==> src/sv/llfr_pkg.sv <==
`default_nettype none
// ----------------------------------------------------------------------------
// llfr_pkg : shared types and codes of the lead/length frame receiver
// Holds the operation and status codes, register indexes, the frame length
// limit and the item, result and frame-state structures.
// ----------------------------------------------------------------------------
package llfr_pkg;

	localparam int unsigned BYTE_W     = 8;
	localparam int unsigned OPCODE_W   = 2;
	localparam int unsigned STATUS_W   = 3;
	localparam int unsigned CFG_IDX_W  = 1;

	// Longest frame accepted, lead and length bytes included
	localparam logic [BYTE_W-1:0] MAX_FRAME = 8'd64;

	// Operations
	localparam logic [OPCODE_W-1:0] OP_BYTE    = 2'd0;
	localparam logic [OPCODE_W-1:0] OP_TICK    = 2'd1;
	localparam logic [OPCODE_W-1:0] OP_RELEASE = 2'd2;
	localparam logic [OPCODE_W-1:0] OP_NONE    = 2'd3;

	// Result status
	localparam logic [STATUS_W-1:0] ST_IGNORED  = 3'd0;
	localparam logic [STATUS_W-1:0] ST_STORED   = 3'd1;
	localparam logic [STATUS_W-1:0] ST_LEN_ERR  = 3'd2;
	localparam logic [STATUS_W-1:0] ST_COMPLETE = 3'd3;
	localparam logic [STATUS_W-1:0] ST_BUSY     = 3'd4;
	localparam logic [STATUS_W-1:0] ST_TICK     = 3'd5;
	localparam logic [STATUS_W-1:0] ST_RELEASED = 3'd6;

	// Configuration register indexes
	localparam logic [CFG_IDX_W-1:0] REG_LEAD_VALUE = 1'd0;
	localparam logic [CFG_IDX_W-1:0] REG_GAP_RELOAD = 1'd1;

	// Reset values of the configuration registers
	localparam logic [BYTE_W-1:0] LEAD_VALUE_RST = 8'd170;
	localparam logic [BYTE_W-1:0] GAP_RELOAD_RST = 8'd10;

	typedef struct packed {
		logic [OPCODE_W-1:0] opcode;
		logic [BYTE_W-1:0]   rx_byte;
	} llfr_item_t;

	typedef struct packed {
		logic [STATUS_W-1:0] status;
		logic [BYTE_W-1:0]   byte_value;
		logic [BYTE_W-1:0]   byte_index;
		logic [BYTE_W-1:0]   frame_length;
		logic                gap_restart;
	} llfr_result_t;

	typedef struct packed {
		logic [BYTE_W-1:0] position;
		logic [BYTE_W-1:0] current_length;
		logic              frame_ready;
		logic [BYTE_W-1:0] gap_timer;
	} llfr_frame_t;

	typedef struct packed {
		logic [BYTE_W-1:0] lead_value;
		logic [BYTE_W-1:0] gap_reload;
	} llfr_cfg_t;

endpackage : llfr_pkg
`default_nettype wire

==> src/sv/llfr_if.sv <==
`default_nettype none
// ----------------------------------------------------------------------------
// llfr_if : valid/ready channels of the frame receiver
// Input item channel, result channel and configuration write channel.
// ----------------------------------------------------------------------------
interface llfr_in_if;
	import llfr_pkg::*;
	logic                valid;
	logic                ready;
	logic [OPCODE_W-1:0] opcode;
	logic [BYTE_W-1:0]   rx_byte;

	modport source (output valid, output opcode, output rx_byte, input ready);
	modport sink   (input valid, input opcode, input rx_byte, output ready);
endinterface : llfr_in_if

interface llfr_out_if;
	import llfr_pkg::*;
	logic                valid;
	logic                ready;
	logic [STATUS_W-1:0] status;
	logic [BYTE_W-1:0]   byte_value;
	logic [BYTE_W-1:0]   byte_index;
	logic [BYTE_W-1:0]   frame_length;
	logic                gap_restart;

	modport source (output valid, output status, output byte_value, output byte_index,
		output frame_length, output gap_restart, input ready);
	modport sink   (input valid, input status, input byte_value, input byte_index,
		input frame_length, input gap_restart, output ready);
endinterface : llfr_out_if

interface llfr_cfg_if;
	import llfr_pkg::*;
	logic                 valid;
	logic                 ready;
	logic [CFG_IDX_W-1:0] index;
	logic [BYTE_W-1:0]    data;

	modport source (output valid, output index, output data, input ready);
	modport sink   (input valid, input index, input data, output ready);
endinterface : llfr_cfg_if
`default_nettype wire

==> src/sv/lead_length_frame_receiver_top.sv <==
`default_nettype none
// ----------------------------------------------------------------------------
// lead_length_frame_receiver_top : length-prefixed deframer with gap timeout
// Item channel in, one result word out per item, configuration writes
// on a channel of their own.
//  - item: opcode 0 carries a received byte, 1 is a timer tick, 2 releases
//    a finished frame. Every item yields exactly one result word.
//  - result: status, stored byte and its index, frame length, gap-restart flag.
//  - cfg: index 0 writes the lead byte value, index 1 the gap reload.
//    Always ready; write only while no item is in flight.
//  - Path: an accepted word sits in the input stage, and its result is
//    loaded into the result register once that register is free.
//  - Throughput: one word per cycle while the receiver holds ready high;
//    a single pass of compares and 8-bit increments sits between the
//    input stage and the result register.
//  - Reset: frame state and gap timer clear, lead value returns to 170 and
//    gap reload to 10. The timer starts expired, so the first byte
//    reports a gap restart.
//  - Stall: while the receiver holds ready low the result word holds, the
//    input stage fills, and item ready drops once both stages are full.
// ----------------------------------------------------------------------------
module lead_length_frame_receiver_top #(
	parameter logic [llfr_pkg::BYTE_W-1:0] MAX_FRAME_LEN = llfr_pkg::MAX_FRAME
) (
	input  wire logic  clk,
	input  wire logic  arst_n,
	llfr_in_if.sink    item,
	llfr_out_if.source result,
	llfr_cfg_if.sink   cfg
);
	import llfr_pkg::*;

	// Input stage
	logic       valid_s1;
	llfr_item_t item_s1;

	// Frame state and configuration
	llfr_frame_t frame_q;
	llfr_frame_t frame_nxt;
	llfr_cfg_t   cfg_q;

	llfr_result_t step_res;
	logic         out_free;
	logic         advance;

	// The word in the input stage moves on whenever the result register
	// can take it; the input stage refills in the same cycle.
	assign advance    = valid_s1 && out_free;
	assign item.ready = !valid_s1 || out_free;
	assign cfg.ready  = 1'b1;

	always_ff @(posedge clk or negedge arst_n) begin
		if (!arst_n) begin
			valid_s1 <= 1'b0;
		end else if (item.ready) begin
			valid_s1 <= item.valid;
		end
	end

	always_ff @(posedge clk) begin
		if (item.ready && item.valid) begin
			item_s1.opcode  <= item.opcode;
			item_s1.rx_byte <= item.rx_byte;
		end
	end

	// Advance the frame state with each word that leaves the input stage
	always_ff @(posedge clk or negedge arst_n) begin
		if (!arst_n) begin
			frame_q <= '0;
		end else if (advance) begin
			frame_q <= frame_nxt;
		end
	end

	// Configuration registers
	always_ff @(posedge clk or negedge arst_n) begin
		if (!arst_n) begin
			cfg_q.lead_value <= LEAD_VALUE_RST;
			cfg_q.gap_reload <= GAP_RELOAD_RST;
		end else if (cfg.valid) begin
			unique case (cfg.index)
				REG_LEAD_VALUE: cfg_q.lead_value <= cfg.data;
				REG_GAP_RELOAD: cfg_q.gap_reload <= cfg.data;
				default: ;
			endcase
		end
	end

	llfr_step #(
		.MAX_FRAME_LEN (MAX_FRAME_LEN)
	) u_step (
		.item (item_s1),
		.cur  (frame_q),
		.cfg  (cfg_q),
		.nxt  (frame_nxt),
		.res  (step_res)
	);

	llfr_out_reg u_out_reg (
		.clk    (clk),
		.arst_n (arst_n),
		.load   (valid_s1),
		.res    (step_res),
		.free   (out_free),
		.result (result)
	);

endmodule : lead_length_frame_receiver_top
`default_nettype wire

==> src/sv/llfr_step.sv <==
`default_nettype none
// ----------------------------------------------------------------------------
// llfr_step : one step of the deframer
// Works out the result word and the next frame state for one item.
// ----------------------------------------------------------------------------
module llfr_step #(
	parameter logic [llfr_pkg::BYTE_W-1:0] MAX_FRAME_LEN = llfr_pkg::MAX_FRAME
) (
	input  wire llfr_pkg::llfr_item_t   item,
	input  wire llfr_pkg::llfr_frame_t  cur,
	input  wire llfr_pkg::llfr_cfg_t    cfg,
	output llfr_pkg::llfr_frame_t  nxt,
	output llfr_pkg::llfr_result_t res
);
	import llfr_pkg::*;

	logic              expired;
	logic [BYTE_W-1:0] pos0;
	logic [BYTE_W-1:0] len0;
	logic [BYTE_W-1:0] len1;
	logic [BYTE_W-1:0] pos1;
	logic              bad_len;
	logic              done;

	always_comb begin
		expired = (cur.gap_timer == '0);
		pos0    = expired ? '0 : cur.position;
		len0    = (expired && !cur.frame_ready) ? '0 : cur.current_length;
		bad_len = (item.rx_byte == '0) || (item.rx_byte > MAX_FRAME_LEN);
		if (pos0 == '0) begin
			len1 = '0;
		end else if (pos0 == BYTE_W'(1)) begin
			len1 = item.rx_byte;
		end else begin
			len1 = len0;
		end
		pos1 = pos0 + BYTE_W'(1);
		done = (pos1 >= BYTE_W'(2)) && (pos1 >= len1);
	end

	always_comb begin
		nxt = cur;
		res = '0;
		unique case (item.opcode)
			OP_TICK: begin
				if (cur.gap_timer != '0) begin
					nxt.gap_timer = cur.gap_timer - BYTE_W'(1);
				end
				res.status = ST_TICK;
			end
			OP_RELEASE: begin
				nxt.frame_ready    = 1'b0;
				nxt.current_length = '0;
				res.status         = ST_RELEASED;
			end
			OP_NONE: begin
				res.status = ST_IGNORED;
			end
			OP_BYTE: begin
				nxt.gap_timer      = cfg.gap_reload;
				nxt.position       = pos0;
				nxt.current_length = len0;
				res.gap_restart    = expired;
				res.frame_length   = len0;
				if (cur.frame_ready) begin
					res.status = ST_BUSY;
				end else if (pos0 == '0 && item.rx_byte != cfg.lead_value) begin
					res.status = ST_IGNORED;
				end else if (pos0 == BYTE_W'(1) && bad_len) begin
					// restart the hunt for a lead byte
					nxt.position       = '0;
					nxt.current_length = '0;
					res.status         = ST_LEN_ERR;
					res.frame_length   = '0;
				end else begin
					nxt.current_length = len1;
					res.byte_value     = item.rx_byte;
					res.byte_index     = pos0;
					res.frame_length   = len1;
					if (done) begin
						nxt.position    = '0;
						nxt.frame_ready = 1'b1;
						res.status      = ST_COMPLETE;
					end else begin
						nxt.position = pos1;
						res.status   = ST_STORED;
					end
				end
			end
			default: begin
				res.status = ST_IGNORED;
			end
		endcase
	end

endmodule : llfr_step
`default_nettype wire

==> src/sv/llfr_out_reg.sv <==
`default_nettype none
// ----------------------------------------------------------------------------
// llfr_out_reg : result register
// Holds one result word until the receiver takes it.
// ----------------------------------------------------------------------------
module llfr_out_reg (
	input  wire logic             clk,
	input  wire logic             arst_n,
	input  wire logic             load,
	input  wire llfr_pkg::llfr_result_t res,
	output logic                  free,
	llfr_out_if.source            result
);
	import llfr_pkg::*;

	logic         valid_s2;
	llfr_result_t res_s2;

	assign free = !valid_s2 || result.ready;

	always_ff @(posedge clk or negedge arst_n) begin
		if (!arst_n) begin
			valid_s2 <= 1'b0;
		end else if (free) begin
			valid_s2 <= load;
		end
	end

	always_ff @(posedge clk) begin
		if (free && load) begin
			res_s2 <= res;
		end
	end

	assign result.valid        = valid_s2;
	assign result.status       = res_s2.status;
	assign result.byte_value   = res_s2.byte_value;
	assign result.byte_index   = res_s2.byte_index;
	assign result.frame_length = res_s2.frame_length;
	assign result.gap_restart  = res_s2.gap_restart;

endmodule : llfr_out_reg
`default_nettype wire
==> src/flat_wrapper.sv <==
// flat-port wrapper written by rule: the top's interface ports become plain ports
module lead_length_frame_receiver_top_flat import llfr_pkg::*;
#(
	parameter logic [llfr_pkg::BYTE_W-1:0] MAX_FRAME_LEN = llfr_pkg::MAX_FRAME
)
  (clk, arst_n, item_valid, item_opcode, item_rx_byte, item_ready, result_valid, result_status, result_byte_value, result_byte_index, result_frame_length, result_gap_restart, result_ready, cfg_valid, cfg_index, cfg_data, cfg_ready);
  llfr_in_if item_i ();
  llfr_out_if result_i ();
  llfr_cfg_if cfg_i ();
  input  wire logic clk;
  input  wire logic arst_n;
  input wire logic [$bits(item_i.valid)-1:0] item_valid;
  input wire logic [$bits(item_i.opcode)-1:0] item_opcode;
  input wire logic [$bits(item_i.rx_byte)-1:0] item_rx_byte;
  output wire logic [$bits(item_i.ready)-1:0] item_ready;
  output wire logic [$bits(result_i.valid)-1:0] result_valid;
  output wire logic [$bits(result_i.status)-1:0] result_status;
  output wire logic [$bits(result_i.byte_value)-1:0] result_byte_value;
  output wire logic [$bits(result_i.byte_index)-1:0] result_byte_index;
  output wire logic [$bits(result_i.frame_length)-1:0] result_frame_length;
  output wire logic [$bits(result_i.gap_restart)-1:0] result_gap_restart;
  input wire logic [$bits(result_i.ready)-1:0] result_ready;
  input wire logic [$bits(cfg_i.valid)-1:0] cfg_valid;
  input wire logic [$bits(cfg_i.index)-1:0] cfg_index;
  input wire logic [$bits(cfg_i.data)-1:0] cfg_data;
  output wire logic [$bits(cfg_i.ready)-1:0] cfg_ready;
  assign item_i.valid = item_valid;
  assign item_i.opcode = item_opcode;
  assign item_i.rx_byte = item_rx_byte;
  assign item_ready = item_i.ready;
  assign result_valid = result_i.valid;
  assign result_status = result_i.status;
  assign result_byte_value = result_i.byte_value;
  assign result_byte_index = result_i.byte_index;
  assign result_frame_length = result_i.frame_length;
  assign result_gap_restart = result_i.gap_restart;
  assign result_i.ready = result_ready;
  assign cfg_i.valid = cfg_valid;
  assign cfg_i.index = cfg_index;
  assign cfg_i.data = cfg_data;
  assign cfg_ready = cfg_i.ready;
  lead_length_frame_receiver_top #(.MAX_FRAME_LEN(MAX_FRAME_LEN)) u_core (.clk(clk), .arst_n(arst_n), .item(item_i), .result(result_i), .cfg(cfg_i));
endmodule
==> config.mk <==
export PLATFORM = sky130hd
export DESIGN_NAME = lead_length_frame_receiver_top_flat
export DESIGN_NICKNAME = d
export VERILOG_FILES = /design/src/sv/llfr_pkg.sv /design/src/sv/llfr_if.sv /design/src/sv/lead_length_frame_receiver_top.sv /design/src/sv/llfr_step.sv /design/src/sv/llfr_out_reg.sv /design/src/flat_wrapper.sv
export SDC_FILE = /design/constraint.sdc
export NUM_CORES = 1
export LEC_CHECK = 0
export ABC_CLOCK_PERIOD_IN_PS = 4900
export BUFFER_PORTS_ARGS = -buffer_cell sky130_fd_sc_hd__buf_2
export CAP_MARGIN = 10
export CORE_MARGIN = 4
export CORE_UTILIZATION = 58
export CTS_BUF_LIST = sky130_fd_sc_hd__clkbuf_16
export DETAILED_ROUTE_END_ITERATION = 16
export PLACE_DENSITY = 0.8
export SYNTH_ARGS = -nofsm -noshare
export SYNTH_HDL_FRONTEND = slang
export SYNTH_SLANG_ARGS = --single-unit
==> constraint.sdc <==
create_clock -name clk -period 4.9 [get_ports clk]
set_clock_uncertainty 0.1 [all_clocks]
set_input_delay 0.245 -clock clk [delete_from_list [all_inputs] [get_ports clk]]
set_output_delay 0.245 -clock clk [all_outputs]
set_load 0.03 [all_outputs]
# --- Yosys cells after proc, flatten, opt, wreduce, memory -nomap -nowiden ---
# Index checks and enable logic that the tools add are counted.
classes:
  mux: 21
  magnitude_cmp: 3
  bitwise_logic: 2
  addsub: 2
  eq_ne: 6
  n_reduce_logical: 25
ops:
  columns: ["op", "count"]
  rows:
  - ["8-bit two-way mux", 9]
  - ["17-bit two-way mux", 2]
  - ["8-bit logical NOT", 3]
  - ["9-bit case mux with 2 select lines", 1]
  - ["16-bit two-way mux", 1]
  - ["8-bit case mux with 2 select lines", 1]
  - ["3-bit case mux with 4 select lines", 1]
  - ["8-bit by 1-bit adder with 8-bit output (second input constant)", 1]
  - ["8-bit by 1-bit == test with 1-bit output (second input constant)", 1]
  - ["8-bit by 2-bit >= comparator with 1-bit output (second input constant)", 1]
  - ["8-bit >= comparator", 1]
  - ["8-bit by 7-bit > comparator with 1-bit output (second input constant)", 1]
  - ["8-bit != test", 1]
  - ["2-bit AND reduction", 4]
  - ["8-bit nonzero test", 1]
  - ["8-bit by 1-bit subtractor with 8-bit output (second input constant)", 1]
  - ["1-bit logical AND", 6]
  - ["2-bit two-way mux", 3]
  - ["2-bit == test (second input constant)", 2]
  - ["2-bit nonzero test", 2]
  - ["4-bit OR reduction", 1]
  - ["1-bit logical NOT", 3]
  - ["1-bit logical OR", 3]
  - ["3-bit two-way mux", 1]
  - ["6 further kinds", 8]
word_totals:
  reg_bits: 81
  input_bits: 24
  wordCells: 74
  output_inout_bits: 31

# --- Depth between registers and ports, before layout ---
depth:
  word_depth: 12
  ltp_mapped: 18
  depth_no_buf: 18

# --- Modules after synthesis ---
# A second synthesis with hierarchy kept.
hier_totals:
  hier_cells: 372
  hier_area_um2: 4327.9
modules_own_cells:
  columns: ["mod", "area_each_um2", "cells_per_inst", "seq_area_each_um2", "n_inst"]
  rows:
  - ["lead_length_frame_receiver_top", 1993.2, 104, 1358.8, 1]
  - ["llfr_step", 1440.1, 236, 0.0, 1]
  - ["llfr_out_reg", 894.6, 32, 865.8, 1]

# --- Worst setup path after synthesis ---
# Ideal clock, no wire load.
synth_path:
  kind: "register to register"
  start: "register u_core.frame_q[0] (netlist bit)"
  end: "register u_core.frame_q[23] (netlist bit)"
  n_path_buf: 1
  setup_ns: 0.121
  required_time_ns: 4.679
  path_slack_ns: 1.237
  stages_incl_launch_ff: 18
  arrival_time_ns: 3.442
  path_cell_list: "dfrtp_1 -> inv_1 -> ha_1 -> nor3b_2 -> nand2_2 -> clkbuf_1 -> nand2_1 -> ha_1 -> a21boi_1 -> a21oi_1 -> ha_1 -> nand2b_1 -> a21o_1 -> a211oi_1 -> o21a_1 -> o31a_4 -> and3_4 -> a22o_1"
synth_via:
  elab_chain_cells: 11
synth_lines:
  columns: ["item", "line_no", "text"]
  rows:
  - ["from (decl)", "lead_length_frame_receiver_top.sv:38", "llfr_frame_t frame_q;"]
  - ["from (signal assigned)", "lead_length_frame_receiver_top.sv:72", "frame_q <= frame_nxt;"]
  - ["8-bit logical NOT *", "llfr_step.sv:26", "expired = (cur.gap_timer == '0);"]
  - ["branches (longest 9 deep; another with 8-bit by 1-bit adder with 8-bit output)", null, null]
  - ["17-bit two-way mux *", "llfr_step.sv:65", "if (cur.frame_ready) begin"]
# Every way passes the cells marked *.
# A chain may end at the register's enable or synchronous reset.

==> results.txt <==
The floorplan step set the die height to 92.6 µm. The peak-usage layer in the global routing report was met2. In this run, synthesis produced a sequential element count of 81. The die covers 0.00857 mm². The run gives 0 as the DRC violation count after routing.

The total global routing overflow is 0, and the total vias in the final route is 3160. At the later pin of the worst-skew pair, clock insertion delay measures 0.33 ns. The number of hold violations in the final report was 37. Of the cells placed in the final design, the portion with a size suffix greater than 1 is 24.5%.

For the finished layout, the period the worst path requires is 4.18 ns. Average cell area after synthesis: 11.0 µm². The gate count after technology mapping is 378, and the area of the mapped netlist is 0.00415 mm². For the cell count after placement, the log shows 511.

The commonest cells after synthesis are nand2_1, edfxtp_1, dfrtp_1. The path class of the tightest hold or removal check is in -> async. Cell chosen for the clock root: clkbuf_16.

For the final antenna diode count, the log shows 0. Yosys mapped a number of flops with a built-in enable equal to 38. Main flop type after synthesis: edfxtp_1. By instance count, the leading cell after synthesis is nand2_1. Start-to-end type of the worst setup path: reg -> reg. The tools report the number of global-route vias before repair as 3103.

TritonCTS built the clock tree. For this design the ratio of total power to cell area is 445 mW/mm². Distinct cell type count after synthesis: 62. Global routing used 30.9% of the available met1 tracks. Setup repair after global routing left no endpoint under its margin. The final critical path takes up 85.3% of the cycle. STA puts the critical path data arrival time at 4.14 ns.

The area used by multi-input combinational logic is 0.00179 mm², and the fraction of the core area covered by cells at the end of the flow is 70.9%. The routed wirelength normalized by instance count is 17.2 µm. edfxtp_1 takes more of the synthesized area than any other cell. The number of buffers inserted by port buffering was 53.

The initialized floorplan defines 30 standard-cell rows. Global routing used 3.82% of the available met3 tracks. Maximum root-to-sink buffer count: 2.

The tools report the sum of negative setup slack as 0 ns. The H-tree was split into 3 levels. The number of antenna violations at the first check in global routing was 0.

The number of max-cap violations was 0. Compared with the post-synthesis result, the final layout area differs by 17.3%. The flow ran to the end, but the final reports show violations. The clock-pin slew reported for the worst setup and hold paths after clock tree synthesis was 0.06 ns. The startpoint of the lowest-slack register-to-register path was u_core.frame_q[0].

In this run, CTS created clock tree buffers numbering 9. In this run the static leakage power is 2.03 nW. The first global-routing pass estimated 15300 µm of wire. The final number of max-transition violations was 0.

The initial utilization of the core area, before any placement, comes to 60.4%. In the routed layout, each cell is associated on average with a via count of 5.88. Warning count from the yosys run: 0. Category of the worst setup path capture point: a flop.

The checks that failed: hold timing. Ranked by total cell area, the synthesized netlist is headed by edfxtp_1, dfrtp_1, mux2_2. Sequential elements use 53.6% of the synthesized area. The total nets after synthesis came out at 414. Setup violations remaining at the end of the flow were counted as 0. The total iterations of the first detailed-routing run was 5.

The endpoint identified for the worst register-to-register timing path is u_core.u_out_reg.result.status[1]. The startpoint kind of the worst setup timing path is a flop. The share of the synthesized area in the top cell type works out to 27.5%.

The tree built by TritonCTS fans out to 81 sinks. In this run the tightest slew margin relative to its limit is 31.4%. The wire-length estimate of the detail-placed layout is 6350 µm.

For this run, global-route usage on met2 was measured as 36.5%. Once detail routing completed, the nets flagged for antenna violations numbered 0. Setup slack on the worst reg-to-reg path comes out at 0.72 ns. IR analysis of the VDD net gives a maximum drop of 286 µV. The number of inserted filler cells in the final layout is 489. The final worst hold slack is -0.0343 ns, and the count of placed standard cells in the final layout, fillers left out is 537. The die boundary width was 92.6 µm.

The sequential standard cell area is 0.00222 mm². In the synthesized netlist the async set-or-reset flop fraction comes to 53.1%. The number of nets in the finished design is 472. The transition time of the tightest slew-check pin was 1.03 ns; the placeable core area was 0.00687 mm². The first routing iteration left 236 violations.

Measured in cells, the most critical reg-to-reg path has a length of 18. The critical-path maximum fanout was 17; the achievable frequency was 239 MHz. Across every metal layer, demand over resource in global routing totals 22.9%. The congestion estimate from routability-driven global placement came to 0.921. The number of I/O pins is 55. The routed design has 9230 µm of wire. The required time of the critical path was 4.87 ns. Entering global routing, the biggest net connects 44 pins.
[per-layer routing]
| layer | vias to the layer above | wire [µm] |
|---|---|---|
| li1 | 1493 | - |
| met1 | 1510 | 3850 |
| met2 | 141 | 4580 |
| met3 | 16 | 618 |
| met4 | 0 | 178 |
| met5 | - | 0 |
[power breakdown]
group	total (mW)	internal (mW)	switching, mW
Combinational	0.542	0.216	0.326
Clock	0.708	0.446	0.263
Sequential	0.917	0.821	0.0957
Total	2.17	1.48	0.684
[state kept, by name, indices dropped and copies added (netlist names)]
| name | flops |
|---|---|
| u_core.u_out_reg.result.valid | 1 |
| u_core.u_out_reg.result.frame_length | 8 |
| u_core.u_out_reg.result.byte_value | 8 |
| u_core.item_s1 | 10 |
| u_core.u_out_reg.result.byte_index | 8 |
| u_core.frame_q | 25 |
| u_core.valid_s1 | 1 |
| u_core.u_out_reg.result.gap_restart | 1 |
| u_core.cfg_q | 16 |
| u_core.u_out_reg.result.status | 3 |
[worst max-delay path by stage]
stage                            startpoint                                 to  cells past startpoint
after floorplan           u_core.frame_q[0]                 u_core.frame_q[23]                     17
after global placement    u_core.frame_q[0]  u_core.u_out_reg.result.status[1]                     18
after detailed placement  u_core.frame_q[0]  u_core.u_out_reg.result.status[1]                     18
after CTS                 u_core.frame_q[0]  u_core.u_out_reg.result.status[1]                     18
after global routing      u_core.frame_q[0]  u_core.u_out_reg.result.status[1]                     18
final                     u_core.frame_q[0]  u_core.u_out_reg.result.status[1]                     18
[metrics by stage]
step / hold WS [ns] / instance area (µm²) / power, mW / worst slack [ns]
floorplan: -0.151 / 4150 / 1.32 / 1.24
global placement: 0.324 / 4450 / 1.43 / 0.973
detailed placement: 0.323 / 4450 / 1.45 / 0.811
CTS: 0.00813 / 4870 / 2.16 / 0.771
global route: 0.0399 / 4870 / 2.27 / 0.417
finish: -0.0343 / 4870 / 2.17 / 0.721
[final cells by class]
class	count	area share (%)
flip-flops and latches	81	45.7
multi-input cells	270	36.8
repair buffers	65	7.81
clock buffers	9	4.63
well taps	96	2.47
clock inverters	7	1.93
inverters	9	0.694
[cell families (layout without fill, tap and decap cells)]
kind of cell	count (synthesis)	after routing	share of synthesized area, %
AO/OA/AOI/OAI	88	88	14.7
XOR/XNOR	14	14	2.96
adder cells (fa/ha/maj)	12	12	3.62
buffers and inverters	27	90	3.23
flip-flops	81	81	53.6
multiplexers	16	16	4.34
other	1	1	0.0904
AND/OR/NAND/NOR	139	139	17.5
[worst max-delay path, stage by stage, from the launching register on]
cell	delay, ns
dfrtp_1	0.41
inv_1	0.07
ha_1	0.21
nor3b_2	0.32
nand2_2	0.28
nand2_1	0.17
inv_1	0.10
ha_1	0.23
o21ai_1	0.30
nand3_1	0.13
a21oi_1	0.27
ha_1	0.28
nand2b_1	0.14
a21o_1	0.17
a211oi_1	0.22
o21a_1	0.17
o31a_4	0.17
nand2b_1	0.10
a21oi_1	0.06
[what timing repair did]
action,in CTS,in global routing
hold buffers,10,0
setup buffers,0,0
gates resized for setup,0,0
endpoints found under the setup margin,0,0
endpoints found under the hold margin,10,0
[layout by cell type (no fill, tap or decap), drive strengths merged, types with 9 or more instances in the layout]
cell type / instances
edfxtp: 38
clkbuf: 9
ha: 12
inv: 10
dlygate4sd3: 10
dfrtp: 37
nand3: 17
a21o: 9
xnor2: 10
nor2: 21
nand2b: 12
and3: 18
buf: 55
o21ai: 27
a21oi: 22
nand2: 41
mux2: 16
Power figures use the tool's default switching activity.
